`src/rtl/core/mbfs_pkg.sv`:
```
`default_nettype none

package mbfs_pkg;

    localparam int FIELD_W   = 28;
    localparam int QUO_W     = 24;
    localparam int DIV_W     = 35;
    localparam int STEP_W    = 5;
    localparam int CFG_IDX_W = 3;
    localparam int CFG_DAT_W = 16;

    localparam logic [FIELD_W-1:0] FIELD_MAX   = '1;
    localparam logic [STEP_W-1:0]  STEPS_BALL  = 5'd24;
    localparam logic [STEP_W-1:0]  STEPS_RAMP  = 5'd8;

    localparam logic [1:0] OP_LOAD    = 2'd0;
    localparam logic [1:0] OP_ADVANCE = 2'd1;
    localparam logic [1:0] OP_SHADE   = 2'd2;

    localparam logic [CFG_IDX_W-1:0] CFG_THRESHOLD  = 3'd0;
    localparam logic [CFG_IDX_W-1:0] CFG_COLOR_MODE = 3'd1;
    localparam logic [CFG_IDX_W-1:0] CFG_SCR_WIDTH  = 3'd2;
    localparam logic [CFG_IDX_W-1:0] CFG_SCR_HEIGHT = 3'd3;
    localparam logic [CFG_IDX_W-1:0] CFG_BALL_COUNT = 3'd4;

    typedef struct packed {
        logic load_we;
        logic adv_wr;
        logic shade_start;
        logic sub;
        logic mul;
        logic div_ball;
        logic acc;
        logic div_ramp;
        logic out_load;
    } t_cmd;

endpackage

`default_nettype wire

```
`src/rtl/core/mbfs_ram.sv`:
```
`default_nettype none

module mbfs_ram #(
    parameter int WIDTH = 8,
    parameter int DEPTH = 16
) (
    input  wire logic                     i_clk,
    input  wire logic                     i_we,
    input  wire logic [$clog2(DEPTH)-1:0] i_waddr,
    input  wire logic [WIDTH-1:0]         i_wdata,
    input  wire logic [$clog2(DEPTH)-1:0] i_raddr,
    output logic      [WIDTH-1:0]         o_rdata
);

    logic [WIDTH-1:0] r_mem [DEPTH];

    always_ff @(posedge i_clk) begin
        if (i_we) begin
            r_mem[i_waddr] <= i_wdata;
        end
        o_rdata <= r_mem[i_raddr];
    end

endmodule

`default_nettype wire

```
`src/rtl/core/mbfs_div.sv`:
```
`default_nettype none

module mbfs_div (
    input  wire logic                       i_clk,
    input  wire logic                       i_rst_n,
    input  wire logic                       i_start,
    input  wire logic [mbfs_pkg::STEP_W-1:0] i_steps,
    input  wire logic [mbfs_pkg::DIV_W-1:0]  i_num,
    input  wire logic [mbfs_pkg::DIV_W-1:0]  i_den,
    output logic                            o_done,
    output logic      [mbfs_pkg::QUO_W-1:0]  o_quo
);

    import mbfs_pkg::*;

    logic [DIV_W-1:0]  r_rem, r_num, r_den;
    logic [STEP_W-1:0] r_cnt;
    logic              r_busy;
    logic [DIV_W:0]    trial;
    logic              ge;

    assign trial = {r_rem, r_num[DIV_W-1]};
    assign ge    = trial >= {1'b0, r_den};

    always_ff @(posedge i_clk) begin
        if (!i_rst_n) begin
            r_busy <= 1'b0;
            o_done <= 1'b0;
        end else begin
            o_done <= 1'b0;
            if (i_start) begin
                r_busy <= 1'b1;
                r_cnt  <= i_steps;
                r_den  <= i_den;
                r_rem  <= i_num >> i_steps;
                r_num  <= i_num << (6'(DIV_W) - 6'(i_steps));
                o_quo  <= '0;
            end else if (r_busy) begin
                r_rem <= ge ? DIV_W'(trial - {1'b0, r_den}) : DIV_W'(trial);
                r_num <= r_num << 1;
                o_quo <= {o_quo[QUO_W-2:0], ge};
                r_cnt <= r_cnt - 1'b1;
                if (r_cnt == 5'd1) begin
                    r_busy <= 1'b0;
                    o_done <= 1'b1;
                end
            end
        end
    end

endmodule

`default_nettype wire

```
`src/rtl/core/mbfs_datapath.sv`:
```
`default_nettype none

module mbfs_datapath #(
    parameter int MAX_BALLS  = 16,
    parameter int COORD_BITS = 12,
    parameter int AW         = 4
) (
    input  wire logic                  i_clk,
    input  wire logic                  i_rst_n,
    input  wire mbfs_pkg::t_cmd        i_cmd,
    input  wire logic [AW-1:0]         i_addr,
    input  wire logic [15:0]           i_threshold,
    input  wire logic                  i_color_mode,
    input  wire logic [12:0]           i_screen_width,
    input  wire logic [12:0]           i_screen_height,
    input  wire logic [3:0]            i_ball_index,
    input  wire logic [11:0]           i_ball_x,
    input  wire logic [11:0]           i_ball_y,
    input  wire logic signed [3:0]     i_ball_vx,
    input  wire logic signed [3:0]     i_ball_vy,
    input  wire logic [7:0]            i_ball_radius,
    input  wire logic [11:0]           i_sample_x,
    input  wire logic [11:0]           i_sample_y,
    output logic                       o_div_done,
    output logic [7:0]                 o_red,
    output logic [7:0]                 o_green,
    output logic [7:0]                 o_blue,
    output logic [27:0]                o_field_sum
);

    import mbfs_pkg::*;

    localparam int CB = COORD_BITS;
    localparam int WW = 2 * CB + 16;

    logic [WW-1:0]  wdata, rdata, adv_word;
    logic           we;
    logic [AW-1:0]  waddr;
    logic [6:0]     idx7;
    logic [15:0]    bx16, by16, sx16, sy16;

    logic [CB-1:0]        rd_px, rd_py;
    logic signed [3:0]    rd_vx, rd_vy;
    logic [7:0]           rd_r;

    logic [CB-1:0]        r_sx, r_sy;
    logic signed [CB:0]   r_dx, r_dy;
    logic [7:0]           r_rad;
    logic [2*CB-1:0]      r_dx2, r_dy2;
    logic [15:0]          r_rr;
    logic [FIELD_W-1:0]   r_acc;
    logic signed [2*CB+1:0] sq_x, sq_y;
    logic [2*CB:0]        d2;
    logic [FIELD_W:0]     acc_sum;

    logic [CB:0]          lim_x, lim_y;

    logic                 div_start;
    logic [STEP_W-1:0]    div_steps;
    logic [DIV_W-1:0]     div_num, div_den;
    logic [QUO_W-1:0]     div_quo;

    logic [17:0]          ramp_lim;
    logic [7:0]           t;
    logic [7:0]           t4, r_c, g_c, b_c;

    function automatic logic [CB:0] screen_lim(input logic [12:0] s);
        logic [17:0] s18;
        logic [17:0] cap;
        begin
            s18 = 18'(s);
            cap = 18'(1) << CB;
            if (s == 13'd0) begin
                screen_lim = (CB+1)'(1);
            end else if (s18 > cap) begin
                screen_lim = (CB+1)'(cap);
            end else begin
                screen_lim = (CB+1)'(s18);
            end
        end
    endfunction

    function automatic logic signed [3:0] flip_vel(input logic signed [3:0] v);
        begin
            flip_vel = (v == -4'sd8) ? 4'sd7 : -v;
        end
    endfunction

    function automatic logic [CB+3:0] bounce(input logic [CB-1:0] pos,
                                             input logic signed [3:0] vel,
                                             input logic [CB:0] lim);
        logic signed [CB+1:0] p;
        logic signed [3:0]    v;
        begin
            v = vel;
            p = $signed({2'b00, pos}) + (CB+2)'(vel);
            if (p < 0) begin
                p = '0;
                v = flip_vel(v);
            end
            if (p >= $signed({1'b0, lim})) begin
                p = $signed({1'b0, lim}) - 1;
                v = flip_vel(v);
            end
            bounce = {p[CB-1:0], v};
        end
    endfunction

    assign idx7 = 7'(i_ball_index);
    assign bx16 = 16'(i_ball_x);
    assign by16 = 16'(i_ball_y);
    assign sx16 = 16'(i_sample_x);
    assign sy16 = 16'(i_sample_y);

    assign rd_px = rdata[WW-1 -: CB];
    assign rd_py = rdata[WW-CB-1 -: CB];
    assign rd_vx = rdata[15:12];
    assign rd_vy = rdata[11:8];
    assign rd_r  = rdata[7:0];

    assign lim_x = screen_lim(i_screen_width);
    assign lim_y = screen_lim(i_screen_height);

    always_comb begin
        logic [CB+3:0] bx, by;
        bx = bounce(rd_px, rd_vx, lim_x);
        by = bounce(rd_py, rd_vy, lim_y);
        adv_word = {bx[CB+3:4], by[CB+3:4], bx[3:0], by[3:0], rd_r};
    end

    assign we    = i_cmd.load_we | i_cmd.adv_wr;
    assign waddr = i_cmd.load_we ? idx7[AW-1:0] : i_addr;
    assign wdata = i_cmd.load_we ?
                   {bx16[CB-1:0], by16[CB-1:0], i_ball_vx, i_ball_vy, i_ball_radius} :
                   adv_word;

    mbfs_ram #(.WIDTH(WW), .DEPTH(MAX_BALLS)) u_ram (
        .i_clk   (i_clk),
        .i_we    (we),
        .i_waddr (waddr),
        .i_wdata (wdata),
        .i_raddr (i_addr),
        .o_rdata (rdata)
    );

    assign sq_x    = r_dx * r_dx;
    assign sq_y    = r_dy * r_dy;
    assign d2      = (2*CB+1)'(r_dx2) + (2*CB+1)'(r_dy2) + (2*CB+1)'(1);
    assign acc_sum = {1'b0, r_acc} + (FIELD_W+1)'(div_quo);

    assign div_start = i_cmd.div_ball | i_cmd.div_ramp;
    assign div_steps = i_cmd.div_ball ? STEPS_BALL : STEPS_RAMP;
    assign div_num   = i_cmd.div_ball ? DIV_W'({r_rr, 8'd0}) : DIV_W'({r_acc, 7'd0});
    assign div_den   = i_cmd.div_ball ? DIV_W'(d2) : DIV_W'({1'b0, i_threshold} + 17'd1);

    mbfs_div u_div (
        .i_clk   (i_clk),
        .i_rst_n (i_rst_n),
        .i_start (div_start),
        .i_steps (div_steps),
        .i_num   (div_num),
        .i_den   (div_den),
        .o_done  (o_div_done),
        .o_quo   (div_quo)
    );

    assign ramp_lim = ({2'b00, i_threshold} + 18'd1) << 1;
    assign t  = ((FIELD_W+1)'(r_acc) >= (FIELD_W+1)'(ramp_lim)) ? 8'd255 : div_quo[7:0];
    assign t4 = {t[5:0], 2'b00};

    always_comb begin
        r_c = 8'd0;
        g_c = 8'd0;
        b_c = 8'd0;
        if (i_color_mode) begin
            if (r_acc >= FIELD_W'(i_threshold >> 2)) begin
                case (t[7:6])
                    2'd0: begin
                        g_c = t4;
                        b_c = 8'd255;
                    end
                    2'd1: begin
                        g_c = 8'd255;
                        b_c = ~t4;
                    end
                    2'd2: begin
                        r_c = t4;
                        g_c = 8'd255;
                    end
                    default: begin
                        r_c = 8'd255;
                        g_c = ~t4;
                        b_c = t4;
                    end
                endcase
            end
        end else if (r_acc >= FIELD_W'(i_threshold)) begin
            r_c = 8'd255;
            g_c = 8'd255;
            b_c = 8'd255;
        end
    end

    always_ff @(posedge i_clk) begin
        if (i_cmd.shade_start) begin
            r_sx  <= sx16[CB-1:0];
            r_sy  <= sy16[CB-1:0];
            r_acc <= '0;
        end
        if (i_cmd.sub) begin
            r_dx  <= $signed({1'b0, r_sx}) - $signed({1'b0, rd_px});
            r_dy  <= $signed({1'b0, r_sy}) - $signed({1'b0, rd_py});
            r_rad <= rd_r;
        end
        if (i_cmd.mul) begin
            r_dx2 <= sq_x[2*CB-1:0];
            r_dy2 <= sq_y[2*CB-1:0];
            r_rr  <= r_rad * r_rad;
        end
        if (i_cmd.acc) begin
            r_acc <= acc_sum[FIELD_W] ? FIELD_MAX : acc_sum[FIELD_W-1:0];
        end
        if (i_cmd.out_load) begin
            o_red       <= r_c;
            o_green     <= g_c;
            o_blue      <= b_c;
            o_field_sum <= r_acc;
        end
    end

endmodule

`default_nettype wire

```
`src/rtl/core/mbfs_ctrl.sv`:
```
`default_nettype none

module mbfs_ctrl #(
    parameter int MAX_BALLS = 16,
    parameter int AW        = 4
) (
    input  wire logic          i_clk,
    input  wire logic          i_rst_n,
    input  wire logic          i_in_valid,
    output logic               o_in_ready,
    input  wire logic [1:0]    i_operation,
    input  wire logic [3:0]    i_ball_index,
    input  wire logic [4:0]    i_ball_count,
    input  wire logic          i_div_done,
    output logic               o_out_valid,
    input  wire logic          i_out_ready,
    output mbfs_pkg::t_cmd     o_cmd,
    output logic [AW-1:0]      o_addr
);

    import mbfs_pkg::*;

    typedef enum logic [3:0] {
        S_IDLE, S_ADV_RD, S_ADV_WR, S_SH_RD, S_SH_SUB, S_SH_MUL,
        S_SH_GO, S_SH_DIV, S_RAMP_GO, S_RAMP_DIV, S_DONE
    } t_state;

    t_state     r_state, n_state;
    logic [6:0] r_idx, n_idx;
    logic [6:0] n_balls;
    logic       last, accept, out_free;

    assign n_balls    = (7'(i_ball_count) > 7'(MAX_BALLS)) ? 7'(MAX_BALLS) : 7'(i_ball_count);
    assign last       = (r_idx + 7'd1) == n_balls;
    assign o_in_ready = (r_state == S_IDLE);
    assign accept     = i_in_valid && o_in_ready;
    assign out_free   = !o_out_valid || i_out_ready;
    assign o_addr     = r_idx[AW-1:0];

    always_comb begin
        n_state = r_state;
        n_idx   = r_idx;
        o_cmd   = '0;
        unique case (r_state)
            S_IDLE: begin
                if (accept) begin
                    n_idx = '0;
                    unique case (i_operation)
                        OP_LOAD: begin
                            o_cmd.load_we = 7'(i_ball_index) < 7'(MAX_BALLS);
                        end
                        OP_ADVANCE: begin
                            if (n_balls != 7'd0) begin
                                n_state = S_ADV_RD;
                            end
                        end
                        OP_SHADE: begin
                            o_cmd.shade_start = 1'b1;
                            n_state = (n_balls != 7'd0) ? S_SH_RD : S_RAMP_GO;
                        end
                        default: begin
                        end
                    endcase
                end
            end
            S_ADV_RD: n_state = S_ADV_WR;
            S_ADV_WR: begin
                o_cmd.adv_wr = 1'b1;
                if (last) begin
                    n_state = S_IDLE;
                end else begin
                    n_idx   = r_idx + 7'd1;
                    n_state = S_ADV_RD;
                end
            end
            S_SH_RD: n_state = S_SH_SUB;
            S_SH_SUB: begin
                o_cmd.sub = 1'b1;
                n_state   = S_SH_MUL;
            end
            S_SH_MUL: begin
                o_cmd.mul = 1'b1;
                n_state   = S_SH_GO;
            end
            S_SH_GO: begin
                o_cmd.div_ball = 1'b1;
                n_state        = S_SH_DIV;
            end
            S_SH_DIV: begin
                if (i_div_done) begin
                    o_cmd.acc = 1'b1;
                    if (last) begin
                        n_state = S_RAMP_GO;
                    end else begin
                        n_idx   = r_idx + 7'd1;
                        n_state = S_SH_RD;
                    end
                end
            end
            S_RAMP_GO: begin
                o_cmd.div_ramp = 1'b1;
                n_state        = S_RAMP_DIV;
            end
            S_RAMP_DIV: begin
                if (i_div_done) begin
                    n_state = S_DONE;
                end
            end
            S_DONE: begin
                if (out_free) begin
                    o_cmd.out_load = 1'b1;
                    n_state        = S_IDLE;
                end
            end
            default: n_state = S_IDLE;
        endcase
    end

    always_ff @(posedge i_clk) begin
        if (!i_rst_n) begin
            r_state     <= S_IDLE;
            r_idx       <= '0;
            o_out_valid <= 1'b0;
        end else begin
            r_state <= n_state;
            r_idx   <= n_idx;
            if (o_cmd.out_load) begin
                o_out_valid <= 1'b1;
            end else if (i_out_ready) begin
                o_out_valid <= 1'b0;
            end
        end
    end

`ifndef SYNTHESIS
    a_idx_in_range: assert property (@(posedge i_clk) disable iff (!i_rst_n)
        (o_cmd.adv_wr || o_cmd.sub) |-> (r_idx < n_balls))
        else $error("ball index beyond active count");

    a_load_free: assert property (@(posedge i_clk) disable iff (!i_rst_n)
        o_cmd.out_load |-> (!o_out_valid || i_out_ready))
        else $error("result overwrote a pending request");

    a_done_pending: assert property (@(posedge i_clk) disable iff (!i_rst_n)
        i_div_done |-> (r_state == S_SH_DIV || r_state == S_RAMP_DIV))
        else $error("divider finished with no division pending");
`endif

endmodule

`default_nettype wire

```
`src/rtl/core/metaball_field_shader_top.sv`:
```
// Metaball field shader.
// Input channel (i_in_valid / o_in_ready) takes one request: load a ball slot,
// advance all active balls one frame, or shade one sample point.
// Output channel (o_out_valid / i_out_ready) returns one color and field sum
// for each shade request; load and advance requests return nothing.
// A load writes the ball slot as the request is accepted. An advance reads each
// active ball from the RAM and writes it back moved, one ball after another. A
// shade reads, subtracts, squares and divides each active ball on the shared
// 24-step radix-2 divider, then does the color ramp division and result load.
// The result register frees the core, so the next request is taken while a
// finished result still waits; a second shade result then waits in the core
// until the receiver takes the first one.
// Configuration writes (i_cfg_we, i_cfg_addr, i_cfg_wdata) take effect at once.
// The user must make them only while the block is idle; nothing enforces it.
// Reset restores the register defaults and idles the core; the ball table is
// not cleared and must be loaded before use.
`default_nettype none

module metaball_field_shader_top #(
    parameter int MAX_BALLS  = 16,
    parameter int COORD_BITS = 12
) (
    input  wire logic                               i_clk,
    input  wire logic                               i_rst_n,
    input  wire logic                               i_cfg_we,
    input  wire logic [mbfs_pkg::CFG_IDX_W-1:0]     i_cfg_addr,
    input  wire logic [mbfs_pkg::CFG_DAT_W-1:0]     i_cfg_wdata,
    input  wire logic                               i_in_valid,
    output logic                                    o_in_ready,
    input  wire logic [1:0]                         i_operation,
    input  wire logic [3:0]                         i_ball_index,
    input  wire logic [11:0]                        i_ball_x,
    input  wire logic [11:0]                        i_ball_y,
    input  wire logic signed [3:0]                  i_ball_vx,
    input  wire logic signed [3:0]                  i_ball_vy,
    input  wire logic [7:0]                         i_ball_radius,
    input  wire logic [11:0]                        i_sample_x,
    input  wire logic [11:0]                        i_sample_y,
    output logic                                    o_out_valid,
    input  wire logic                               i_out_ready,
    output logic [7:0]                              o_red,
    output logic [7:0]                              o_green,
    output logic [7:0]                              o_blue,
    output logic [27:0]                             o_field_sum
);

    import mbfs_pkg::*;

    localparam int AW = (MAX_BALLS > 1) ? $clog2(MAX_BALLS) : 1;

    logic [15:0]   r_threshold;
    logic          r_color_mode;
    logic [12:0]   r_screen_width, r_screen_height;
    logic [4:0]    r_ball_count;
    t_cmd          cmd;
    logic [AW-1:0] addr;
    logic          div_done;

    always_ff @(posedge i_clk) begin
        if (!i_rst_n) begin
            r_threshold     <= 16'd220;
            r_color_mode    <= 1'b0;
            r_screen_width  <= 13'd640;
            r_screen_height <= 13'd480;
            r_ball_count    <= 5'd10;
        end else if (i_cfg_we) begin
            unique case (i_cfg_addr)
                CFG_THRESHOLD:  r_threshold     <= i_cfg_wdata;
                CFG_COLOR_MODE: r_color_mode    <= i_cfg_wdata[0];
                CFG_SCR_WIDTH:  r_screen_width  <= i_cfg_wdata[12:0];
                CFG_SCR_HEIGHT: r_screen_height <= i_cfg_wdata[12:0];
                CFG_BALL_COUNT: r_ball_count    <= i_cfg_wdata[4:0];
                default: begin
                end
            endcase
        end
    end

    mbfs_ctrl #(.MAX_BALLS(MAX_BALLS), .AW(AW)) u_ctrl (
        .i_clk        (i_clk),
        .i_rst_n      (i_rst_n),
        .i_in_valid   (i_in_valid),
        .o_in_ready   (o_in_ready),
        .i_operation  (i_operation),
        .i_ball_index (i_ball_index),
        .i_ball_count (r_ball_count),
        .i_div_done   (div_done),
        .o_out_valid  (o_out_valid),
        .i_out_ready  (i_out_ready),
        .o_cmd        (cmd),
        .o_addr       (addr)
    );

    mbfs_datapath #(.MAX_BALLS(MAX_BALLS), .COORD_BITS(COORD_BITS), .AW(AW)) u_dp (
        .i_clk           (i_clk),
        .i_rst_n         (i_rst_n),
        .i_cmd           (cmd),
        .i_addr          (addr),
        .i_threshold     (r_threshold),
        .i_color_mode    (r_color_mode),
        .i_screen_width  (r_screen_width),
        .i_screen_height (r_screen_height),
        .i_ball_index    (i_ball_index),
        .i_ball_x        (i_ball_x),
        .i_ball_y        (i_ball_y),
        .i_ball_vx       (i_ball_vx),
        .i_ball_vy       (i_ball_vy),
        .i_ball_radius   (i_ball_radius),
        .i_sample_x      (i_sample_x),
        .i_sample_y      (i_sample_y),
        .o_div_done      (div_done),
        .o_red           (o_red),
        .o_green         (o_green),
        .o_blue          (o_blue),
        .o_field_sum     (o_field_sum)
    );

endmodule

`default_nettype wire
```
`config.mk`:
```
export PLATFORM = sky130hd
export DESIGN_NAME = metaball_field_shader_top
export DESIGN_NICKNAME = d
export VERILOG_FILES = /design/src/rtl/core/mbfs_pkg.sv /design/src/rtl/core/mbfs_ram.sv /design/src/rtl/core/mbfs_div.sv /design/src/rtl/core/mbfs_datapath.sv /design/src/rtl/core/mbfs_ctrl.sv /design/src/rtl/core/metaball_field_shader_top.sv
export SDC_FILE = /design/constraint.sdc
export NUM_CORES = 2
export LEC_CHECK = 0
export ABC_AREA = 1
export BUFFER_PORTS_ARGS = -buffer_cell sky130_fd_sc_hd__clkbuf_2
export CORE_MARGIN = 1
export CORE_UTILIZATION = 64
export DETAILED_ROUTE_END_ITERATION = 7
export PLACE_DENSITY = 0.81
export SYNTH_ARGS = -nofsm -noshare
export SYNTH_HDL_FRONTEND = slang
export SYNTH_SLANG_ARGS = --single-unit
```
`constraint.sdc`:
```
create_clock -name i_clk -period 8.7 [get_ports i_clk]
set_input_delay 1.74 -clock i_clk [delete_from_list [all_inputs] [get_ports i_clk]]
set_output_delay 1.74 -clock i_clk [all_outputs]
set_load 0.01 [all_outputs]
```
==> impl_metrics.toml <==
[global_route]
antenna_found_initial = 3
grt_pass1_wl_um = 250800
grt_start_max_net_pins = 219
grt_overflow = 0
grt_usage_pct = 32.77
grt_pass1_vias = 46620

[worst_setup_path]
cp-end-kind = "register"
crit_fanout = 20
worstPathArrival_ns = 6.62
cp_common_cell = "fa_1"
crit_path_start_kind = "register"
max_stage_delay_ns = 0.90
crit_type = "register to register"
critPathSlowestCell = "fa_1"
crit_required_ns = 9.13
crit_chain = "nand2_1 > inv_1 > fa_1 > inv_1 > fa_1 > inv_1 > fa_1 > fa_1 > fa_1 > ha_1 > ha_1 > nand2_1 > nor4_1 > nand4_1 > nand3_1 > xor2_1"

[synthesis]
synth_area_sq_mm = 0.06254
async_flop_share_pct = 0
syn_nets = 7095
synth_ff_type = "edfxtp_1"
syn_avg_cell_area_sq_um = 9.889
ys_types = 63
synth_edf_count = 942
ys_ff_latch = 1044
synth_warnings = 0
seq_area_frac_synth_pct = 48.50
syn_inst = 6324

[clocking]
clk_pin_slew_ns = 0.06
cts_tree = "built"
ctsHoldBuffers = 0
cts_setup_buffers = 0
numCtsBuffers = 104
cts.htree.levels = 3
cts.path.max_buffers = 3
clock_latency_ns = 0.72
root_buffer = "clkbuf_16"
clock-sinks = 1044
post_cts_resize_count = 0

[floorplanning]
rows = 114
start_util_pct = 64.67
dieArea_sq_mm = 0.09897
die_h_um = 314.6
core-area_sq_mm = 0.09671
fp.dieW_um = 314.6
io_pins = 148

[timing]
min_period_ns = 6.192
tightest_slew_ns = 1.297
fmax_mhz = 161.5
drv_slew = 0
grt_setup_unrepaired = "false"
setup_violations = 0
holdWs_ns = 0.4561
setup_tns_ns = 0
max_slew_margin_pct = 13.19
fin_skew_ns = 0.04151
hold_viol = 0
finalCritPeriodShare_pct = 71.18

[cells_and_area]
final_core_util_pct = 70.19
fill_cells = 6981
final_common_cell = "nand2_1"
multi_input_area_sq_mm = 0.02819
final_area_sq_mm = 0.06788
num_antenna_cells = 0
drive_gt1_share_pct = 7.287
area.sequential_sq_mm = 0.03034
syn_to_final_growth_pct = 8.535
finalNetCount = 7171
layout_common_cells = "1010 x nand2_1, 942 x edfxtp_1, 851 x inv_1"

[power]
power_mw = 28.01
power_leakage_nw = 28.83
power_density_mw_per_mm2 = 412.6
irDropWorstVdd_mv = 0.5311

[place]
gp_congestion = 0.9778
place_area_sq_mm = 0.06449
dp_hpwl_um = 107900
port_buffers = 147

[route]
drtIter0Drc = 5271
routed_wl_um = 161100
num_vias = 47130
via_per_inst = 6.068
remaining_drc_errors = 1
ant_nets = 0
firstDrtPassIters = 8
wl_per_cell_um = 20.75

[hold_path]
hp-class = "register to register"

[outcome]
violations = "design-rule violations"
status = "finished with violations"

[job]
drv_cap = 0
flip-flops by register name, summed over array words and instances, names as in the netlist, 13 cells and up:
signal,flops
u_dp.u_div.r_den,25
u_dp.o_field_sum,28
u_dp.r_dx,13
u_dp.u_div.r_rem,35
r_threshold,16
r_screen_width,13
u_dp.r_dy,13
u_dp.r_dy2,23
r_screen_height,13
u_dp.u_ram.r_mem,640
u_dp.r_rr,15
u_dp.r_acc,28
u_dp.u_div.r_num,17
u_dp.u_div.o_quo,24
u_dp.r_dx2,23
u_dp.u_ram.o_rdata,40
worst max-delay path: cells and delay by family, from the launching register on:
family                   cells  cell delay (ns)
buffers and inverters        3             0.32
flip-flops                   1             0.69
adder cells (fa/ha/maj)      7             3.67
XOR/XNOR                     1             0.08
AND/OR/NAND/NOR              5             1.15
metal layers:
layer	global-route usage, %	wire length [um]
met5	0	23
met4	16.20	8639
met3	5.718	14430
met2	54.50	77520
met1	41.56	60530
stage by stage:
stage / setup WS (ns) / cells
3_3_place_gp: 2.695 / 7570
4_1_cts: 2.485 / 7767
5_1_grt: 2.056 / 7767
3_5_place_dp: 2.557 / 7570
6_report: 2.508 / 7767
2_1_floorplan: 0.5041 / 6324
cell families (layout without fill, tap and decap cells):
logic type	after synthesis	after routing	synth area share, %
fa+ha+maj	677	677	17.05
simple gates	2131	2131	14.20
other cells	1	1	0.005996
buf+inv	1090	1257	6.722
xor+xnor	187	187	2.619
compound gates	1193	1193	10.89
flops	1044	1044	48.50
mux	1	1	0.01800
power by group:
group | total (mW) | internal (mW) | switching (mW) | leakage, nW
sequential | 8.83 | 8.52 | 0.310 | 9.34
clock | 4.46 | 2.46 | 1.99 | 1.63
combinational | 14.7 | 4.78 | 9.93 | 17.9
path summary, 6_finish.rpt:
| kind | start | to | slack, ns | cells past startpoint |
|---|---|---|---|---|
| max | u_dp.r_dx[12] | u_dp.r_dx2[22] | 2.51 | 16 |
| min | u_dp.u_ram.o_rdata[0] | u_dp.r_rad[0] | 0.46 | 0 |
| max reg2reg | u_dp.r_dx[12] | u_dp.r_dx2[22] | 2.51 | 16 |
| min reg2reg | u_dp.u_ram.o_rdata[0] | u_dp.r_rad[0] | 0.46 | 0 |
Yosys cell counts, drive strengths merged, types with 2 or more instances:
library cell  instances  share of area (%)
a211o                 2              0.028
a211oi                2              0.024
a21boi                4              0.048
a21o                 21               0.25
a21oi               292                2.4
a22o                 14               0.20
a31o                  4              0.056
a31oi                17               0.17
buf                  46               0.45
clkbuf              179                1.1
clkinv                4              0.024
dfxtp               102                3.3
edfxtp              942                 45
fa                  292                9.3
ha                  385                7.7
inv                 861                5.2
nand2              1028                6.3
nand3               280                2.3
nand3b               10               0.12
nand4                49               0.51
nor2                665                4.1
nor3                 58               0.51
nor3b                 4              0.048
nor4                 11               0.11
o2111ai               8               0.11
o211ai               53               0.64
o21a                 13               0.16
o21ai               566                4.5
o21bai               19               0.23
o221ai               64               0.90
o22ai               103                1.0
o311ai                2              0.028
o31ai                 5              0.060
o41ai                 3              0.042
or2                  22               0.22
xnor2                74                1.0
xor2                113                1.6
area by class of cell:
class | count | area share, %
flip-flops and latches | 1044 | 44.69
clock buffers | 143 | 4.199
repair buffers | 195 | 1.633
well taps | 1276 | 2.352
inverters | 865 | 4.802
clock inverters | 54 | 0.7926
multi-input cells | 4190 | 41.53
No activity file was read; power rests on OpenSTA's default activity.
